===== src/rtl/crf_pkg.sv =====
package crf_pkg;

    localparam int NODE_INDEX_BITS = 16;

    typedef enum logic [1:0] {
        KIND_ACQUIRE    = 2'd0,
        KIND_REPLY      = 2'd1,
        KIND_INVALIDATE = 2'd2,
        KIND_PURGE      = 2'd3
    } kind_t;

    typedef enum logic [1:0] {
        ST_IDLE     = 2'd0,
        ST_REQ      = 2'd1,
        ST_REQ_KILL = 2'd2,
        ST_VALID    = 2'd3
    } copy_state_t;

    typedef enum logic [3:0] {
        ACT_NONE         = 4'd0,
        ACT_SELF_SERVE   = 4'd1,
        ACT_PARK         = 4'd2,
        ACT_SEND         = 4'd3,
        ACT_DROP         = 4'd4,
        ACT_PUBLISH      = 4'd5,
        ACT_PUBLISH_KILL = 4'd6,
        ACT_PURGE_ACK    = 4'd7,
        ACT_KILL_MARKED  = 4'd8,
        ACT_NOOP_ACK     = 4'd9
    } action_t;

    typedef struct packed {
        kind_t                      kind;
        logic [NODE_INDEX_BITS-1:0] node_index;
    } crf_req_t;

    typedef struct packed {
        action_t                    action;
        copy_state_t                copy_state;
        logic                       fetch_open;
        logic [NODE_INDEX_BITS-1:0] chain_head;
    } crf_rsp_t;

    typedef struct packed {
        copy_state_t                copy_state;
        logic                       fetch_open;
        logic [NODE_INDEX_BITS-1:0] chain_head;
    } crf_state_t;

endpackage


===== src/rtl/crf_step.sv =====
module crf_step
    import crf_pkg::*;
(
    input  crf_req_t   req,
    input  crf_state_t cur,
    output crf_rsp_t   rsp
);

    always_comb
    begin
        rsp.action     = ACT_NONE;
        rsp.copy_state = cur.copy_state;
        rsp.fetch_open = cur.fetch_open;
        rsp.chain_head = cur.chain_head;

        unique case (req.kind)
            KIND_ACQUIRE:
            begin
                priority if (cur.copy_state == ST_VALID)
                begin
                    rsp.action = ACT_SELF_SERVE;
                end
                else if (cur.fetch_open)
                begin
                    // park behind the open fetch
                    rsp.action     = ACT_PARK;
                    rsp.chain_head = req.node_index;
                end
                else
                begin
                    rsp.action     = ACT_SEND;
                    rsp.copy_state = ST_REQ;
                    rsp.fetch_open = 1'b1;
                    rsp.chain_head = req.node_index;
                end
            end
            KIND_REPLY:
            begin
                if (!cur.fetch_open)
                begin
                    // stale reply: drop
                    rsp.action = ACT_DROP;
                end
                else
                begin
                    rsp.action     = (cur.copy_state == ST_REQ_KILL) ? ACT_PUBLISH_KILL
                                                                     : ACT_PUBLISH;
                    rsp.copy_state = ST_VALID;
                    rsp.fetch_open = 1'b0;
                    rsp.chain_head = '0;
                end
            end
            KIND_INVALIDATE:
            begin
                priority if (cur.copy_state == ST_VALID)
                begin
                    rsp.action     = ACT_PURGE_ACK;
                    rsp.copy_state = ST_IDLE;
                end
                else if (cur.copy_state == ST_REQ)
                begin
                    rsp.action     = ACT_KILL_MARKED;
                    rsp.copy_state = ST_REQ_KILL;
                end
                else
                begin
                    rsp.action = ACT_NOOP_ACK;
                end
            end
            KIND_PURGE:
            begin
                rsp.action     = ACT_NONE;
                rsp.copy_state = ST_IDLE;
            end
            default:
            begin
                rsp.action = ACT_NONE;
            end
        endcase
    end

endmodule


===== src/rtl/coherence_reader_copy_fsm.sv =====
// Reader-side coherence machine for one cached copy.
// Request channel (req_valid, req_stall, req): one event per request,
// kind plus the requester's node index.
// Response channel (rsp_valid, rsp_stall, rsp): exactly one response per
// request, giving the action to take and the new copy state, fetch flag
// and chain head.
// Timing: a request accepted into the input register has its response
// loaded into the output register when it advances, and the response is
// offered from then on until it is taken.
// Throughput: one request per cycle while the receiver does not stall.
// The copy state, fetch flag and chain head are updated in the same edge
// that loads the response, so the next request sees them straight away.
// Reset clears the copy to idle, the fetch flag and the chain head to
// zero, and empties both registers.
// When the receiver stalls, the response holds; the input register then
// holds its request and req_stall rises until the response is taken.
module coherence_reader_copy_fsm
    import crf_pkg::*;
(
    input  logic     clk,
    input  logic     rst_n,
    input  logic     req_valid,
    output logic     req_stall,
    input  crf_req_t req,
    output logic     rsp_valid,
    input  logic     rsp_stall,
    output crf_rsp_t rsp
);

    logic       in_valid_reg, in_valid_next;
    crf_req_t   in_req_reg;
    logic       rsp_valid_reg, rsp_valid_next;
    crf_rsp_t   rsp_reg;
    crf_state_t state_reg;
    crf_rsp_t   step_rsp;
    logic       advance;
    logic       take;

    crf_step u_step (
        .req (in_req_reg),
        .cur (state_reg),
        .rsp (step_rsp)
    );

    // advance the held request once the output register is free
    assign advance   = in_valid_reg && (!rsp_valid_reg || !rsp_stall);
    assign req_stall = in_valid_reg && !advance;
    assign take      = req_valid && !req_stall;

    always_comb
    begin
        in_valid_next  = take || (in_valid_reg && !advance);
        rsp_valid_next = advance || (rsp_valid_reg && rsp_stall);
    end

    always_ff @(posedge clk or negedge rst_n)
    begin
        if (!rst_n)
        begin
            in_valid_reg  <= 1'b0;
            rsp_valid_reg <= 1'b0;
            state_reg     <= '{copy_state: ST_IDLE, fetch_open: 1'b0, chain_head: '0};
        end
        else
        begin
            in_valid_reg  <= in_valid_next;
            rsp_valid_reg <= rsp_valid_next;
            if (advance)
            begin
                state_reg.copy_state <= step_rsp.copy_state;
                state_reg.fetch_open <= step_rsp.fetch_open;
                state_reg.chain_head <= step_rsp.chain_head;
            end
        end
    end

    always_ff @(posedge clk)
    begin
        if (take)
        begin
            in_req_reg <= req;
        end
        if (advance)
        begin
            rsp_reg <= step_rsp;
        end
    end

    assign rsp_valid = rsp_valid_reg;
    assign rsp       = rsp_reg;

`ifndef SYNTH
    a_state_tracks_rsp: assert property (@(posedge clk) disable iff (!rst_n)
        advance |=> (state_reg.copy_state == rsp_reg.copy_state)
                 && (state_reg.fetch_open == rsp_reg.fetch_open)
                 && (state_reg.chain_head == rsp_reg.chain_head))
        else $error("state registers disagree with last response");

    a_requested_has_fetch: assert property (@(posedge clk) disable iff (!rst_n)
        (state_reg.copy_state == ST_REQ || state_reg.copy_state == ST_REQ_KILL)
            |-> state_reg.fetch_open)
        else $error("requested copy without an open fetch");

    a_publish_closes: assert property (@(posedge clk) disable iff (!rst_n)
        (rsp_valid_reg && (rsp_reg.action == ACT_PUBLISH
                        || rsp_reg.action == ACT_PUBLISH_KILL))
            |-> (rsp_reg.copy_state == ST_VALID) && !rsp_reg.fetch_open)
        else $error("publish left the fetch open or copy not valid");

    a_stall_only_when_full: assert property (@(posedge clk) disable iff (!rst_n)
        req_stall |-> in_valid_reg && rsp_valid_reg && rsp_stall)
        else $error("request stalled with room to advance");
`endif

endmodule

===== config.mk =====
export PLATFORM = sky130hd
export DESIGN_NAME = coherence_reader_copy_fsm
export DESIGN_NICKNAME = d
export VERILOG_FILES = /design/src/rtl/crf_pkg.sv /design/src/rtl/crf_step.sv /design/src/rtl/coherence_reader_copy_fsm.sv
export SDC_FILE = /design/constraint.sdc
export NUM_CORES = 1
export LEC_CHECK = 0
export ABC_AREA = 1
export ABC_CLOCK_PERIOD_IN_PS = 1750
export CAP_MARGIN = 20
export CORE_ASPECT_RATIO = 1.25
export CORE_MARGIN = 1
export CORE_UTILIZATION = 40
export CTS_BUF_LIST = sky130_fd_sc_hd__clkbuf_16
export CTS_CLUSTER_DIAMETER = 60
export CTS_CLUSTER_SIZE = 8
export DETAILED_ROUTE_END_ITERATION = 10
export DONT_BUFFER_PORTS = 1
export PLACE_DENSITY = 0.65
export SETUP_SLACK_MARGIN = 0.05
export SLEW_MARGIN = 25
export SYNTH_ARGS = -nofsm -noshare
export SYNTH_HDL_FRONTEND = slang
export SYNTH_SLANG_ARGS = --single-unit

===== constraint.sdc =====
create_clock -name clk -period 1.75 [get_ports clk]
set_input_delay 0.35 -clock clk [delete_from_list [all_inputs] [get_ports clk]]
set_output_delay 0.35 -clock clk [all_outputs]
set_load 0.05 [all_outputs]

==> summary.txt <==
Sequential share of power: 0.511
Total wire length: 5.13 mm
Count of final hold-check violations: 7
H-tree depth: 3
CTS tree: yes
Initial antenna violation count: 0
RSZ-0062 raised after global routing: no
Area growth syn-to-layout: 15.1%
Diodes inserted: 0
Synth unique cells: 18
Worst slew pin tran: 0.514 ns
Global-route wire length before repair: 8.56 mm
Clock edge transition at the registers on the reported setup and hold paths: 0.05 ns
Pwr Total: 4.31 mW
GR Overflow Total: 0
DRT antenna net count: 0
Final hold slack: -0.00206 ns
Reg2reg path depth: 7
WL/cell: 13.6 um
Fmax: 0.668 GHz
Max clock buf depth: 2
Count of pins over their slew limit: 0
Seq/Total Area, Yosys: 0.647
Initial Utilization: 0.413
Gate power share: 0.143
Sw Share: 0.313
Post-DR vias/cell: 4.73
# setup viols final: 0
Largest family of logic cells by synthesized area: simple AND/OR/NAND/NOR gates
Layout cells sized above 1: 0.124
Worst setup EP type: flop
# Max-Cap Violations: 0
Num CTS Buffers: 9
Mux cell area share after synthesis: 0
Synth Area in XOR/XNOR: 0
Pin count of the biggest net entering global routing: 44
Startpoint types: flop
Slew Limit Headroom: 0.657
Tcrit/Tclk final: 0.856
Fillcell total: 604
Row cnt: 33
Netlist Area Pre-Place: 2710 sq um
Setup TNS: 0 ns
Total GRT Usage: 0.171
Pwr dens: 1380 nW/um^2
Max reg flops: 23
Nets: 311
Yosys reg bits: 62
Vias: 1,783
Max rail drop VDD: 0.678 mV
GP Congestion: 0.810
Total clock sinks: 62
Vias in the first global route: 1,823
Core ar.: 6570 sq um
Worst Setup Path Type: reg2reg
Drt drc: 0
Die X: 75.7 um
Status: finished, violations left
Clock power share: 0.346
Total die area: 7120 sq um
Initial DRC Count: 145
Adder-cell share of the synthesized area: 0.0184
Mapped Cells: 273
Net Count, Synth: 299
R2R Setup Slk: 0.25 ns
Psw: 1.35 mW
Syn Area/Cell: 9.94 sq um
Required time of the worst setup path: 2.01 ns
Die Y: 94.1 um
TritonRoute pass-1 iters: 4
Synth Area in Compound Gates: 0.0609
DP HPWL: 3.28 mm
Critical path fanouts, max: 12
P_leak: 1.43 nW
IO Pins: 47
YS warnings: 0
R2r endpoint: state_reg[17]$_DFFE_PN0P_
Tmin final: 1.50 ns
Worst r2r src: state_reg[18]$_DFFE_PN0P_
Worst skew pair latency: 0.32 ns
Hold WC Path Type: in2async
Port bufs: 0
Critical path data arrival time: 1.76 ns
Failing checks: hold timing
Simple-Gate Fraction of Synth Area: 0.197
Pint: 2.96 mW
Final Skew: 0.00767 ns
Clock root buffer: clkbuf_16
==> repair_timing <==
item / CTS / global route
hold buffers: 1 / 0
hold endpoints to repair: 21 / 0
setup buffers: 0 / 0
resized for setup: 0 / 0
==> worst max path at each step <==
| stage | startpoint | end | slack (ns) |
|---|---|---|---|
| 2_1_floorplan | rsp_valid$_DFF_PN0_ | rsp[0]$_DFFE_PP_ | 0.09 |
| 3_3_place_gp | state_reg[18]$_DFFE_PN0P_ | rsp[13]$_DFFE_PP_ | 0.33 |
| 3_5_place_dp | in_req_reg[17]$_DFFE_PP_ | rsp[13]$_DFFE_PP_ | 0.28 |
| 4_1_cts | state_reg[18]$_DFFE_PN0P_ | state_reg[17]$_DFFE_PN0P_ | 0.26 |
| 5_1_grt | state_reg[18]$_DFFE_PN0P_ | rsp[14]$_DFFE_PP_ | 0.15 |
| 6_report | state_reg[18]$_DFFE_PN0P_ | state_reg[17]$_DFFE_PN0P_ | 0.25 |
==> critical path, cell delays in order, from the launching register on <==
cell and delay (ns):
dfrtp_1 0.44, ha_1 0.24, buf_4 0.19, o21ai_0 0.23, nand2_1 0.10, nand3_1 0.12, nand2_1 0.06, nand2_1 0.06
==> synthesized netlist by cell type, drive strengths merged <==
library cell | number | area share
edfxtp | 41 | 0.45
clkbuf | 1 | 0.0014
o211ai | 3 | 0.0083
nor2 | 7 | 0.012
o21ai | 20 | 0.051
ha | 4 | 0.018
a21oi | 1 | 0.0018
buf | 7 | 0.015
inv | 43 | 0.059
nand3 | 20 | 0.037
dfrtp | 21 | 0.19
nand2 | 104 | 0.15
or2 | 1 | 0.0023
==> stage by stage <==
step	std cells	area [sq um]	worst slack, ns	utilization	hold WS [ns]
after floorplan	273	2720	0.0889	-	0.0544
after detailed placement	360	2870	0.282	0.436	0.0551
after CTS	377	3130	0.256	0.477	0.107
after global routing	377	3120	0.146	0.476	0.0317
final	377	3120	0.252	0.476	-0.00206
after global placement	360	2870	0.325	0.436	0.0553
==> routing by layer <==
layer	vias up	global-route usage	share of wire
met4	0	0.100	0.027
met5	-	0	0
met2	49	0.275	0.49
li1	895	-	-
met3	10	0.0472	0.035
met1	829	0.199	0.44
==> power by group through the flow <==
| stage | clock, mW | combinational (mW) | sequential [mW] |
|---|---|---|---|
| 5_1_grt | 1.59 | 0.711 | 2.23 |
| 3_5_place_dp | 0 | 0.603 | 2.23 |
| 2_1_floorplan | 0 | 0.463 | 2.20 |
| 6_report | 1.49 | 0.615 | 2.20 |
| 3_3_place_gp | 0 | 0.582 | 2.22 |
| 4_1_cts | 1.53 | 0.623 | 2.20 |
==> placed cells by master, fill, tap and decap left out <==
master,instances
buf_2,1
a21oi_1,1
buf_12,2
dfrtp_1,21
ha_1,4
nand2_2,2
or2_2,1
inv_1,46
o211ai_1,3
nor2_2,1
edfxtp_1,41
clkinv_1,1
o21ai_2,10
nand2_1,102
clkinv_2,2
buf_4,6
clkbuf_16,9
inv_2,1
nor2_4,1
nand3_1,20
o21ai_0,10
nor2_1,5
==> logic make-up after synthesis <==
| group | after synthesis |
|---|---|
| buffers and inverters | 51 |
| flip-flops | 62 |
| adder cells (fa/ha/maj) | 4 |
| AO/OA/AOI/OAI | 24 |
| AND/OR/NAND/NOR | 132 |
==> final cells by class <==
class / instances / area, sq um / area share
flip-flops and latches: 62 / 1760 / 0.562
multi-input cells: 160 / 753 / 0.241
clock buffers: 9 / 225 / 0.0721
inverters: 43 / 161 / 0.0517
well taps: 87 / 109 / 0.0348
repair buffers: 9 / 90.1 / 0.0288
clock inverters: 7 / 28.8 / 0.00921
Note: power is estimated with default switching activity, not from simulation.
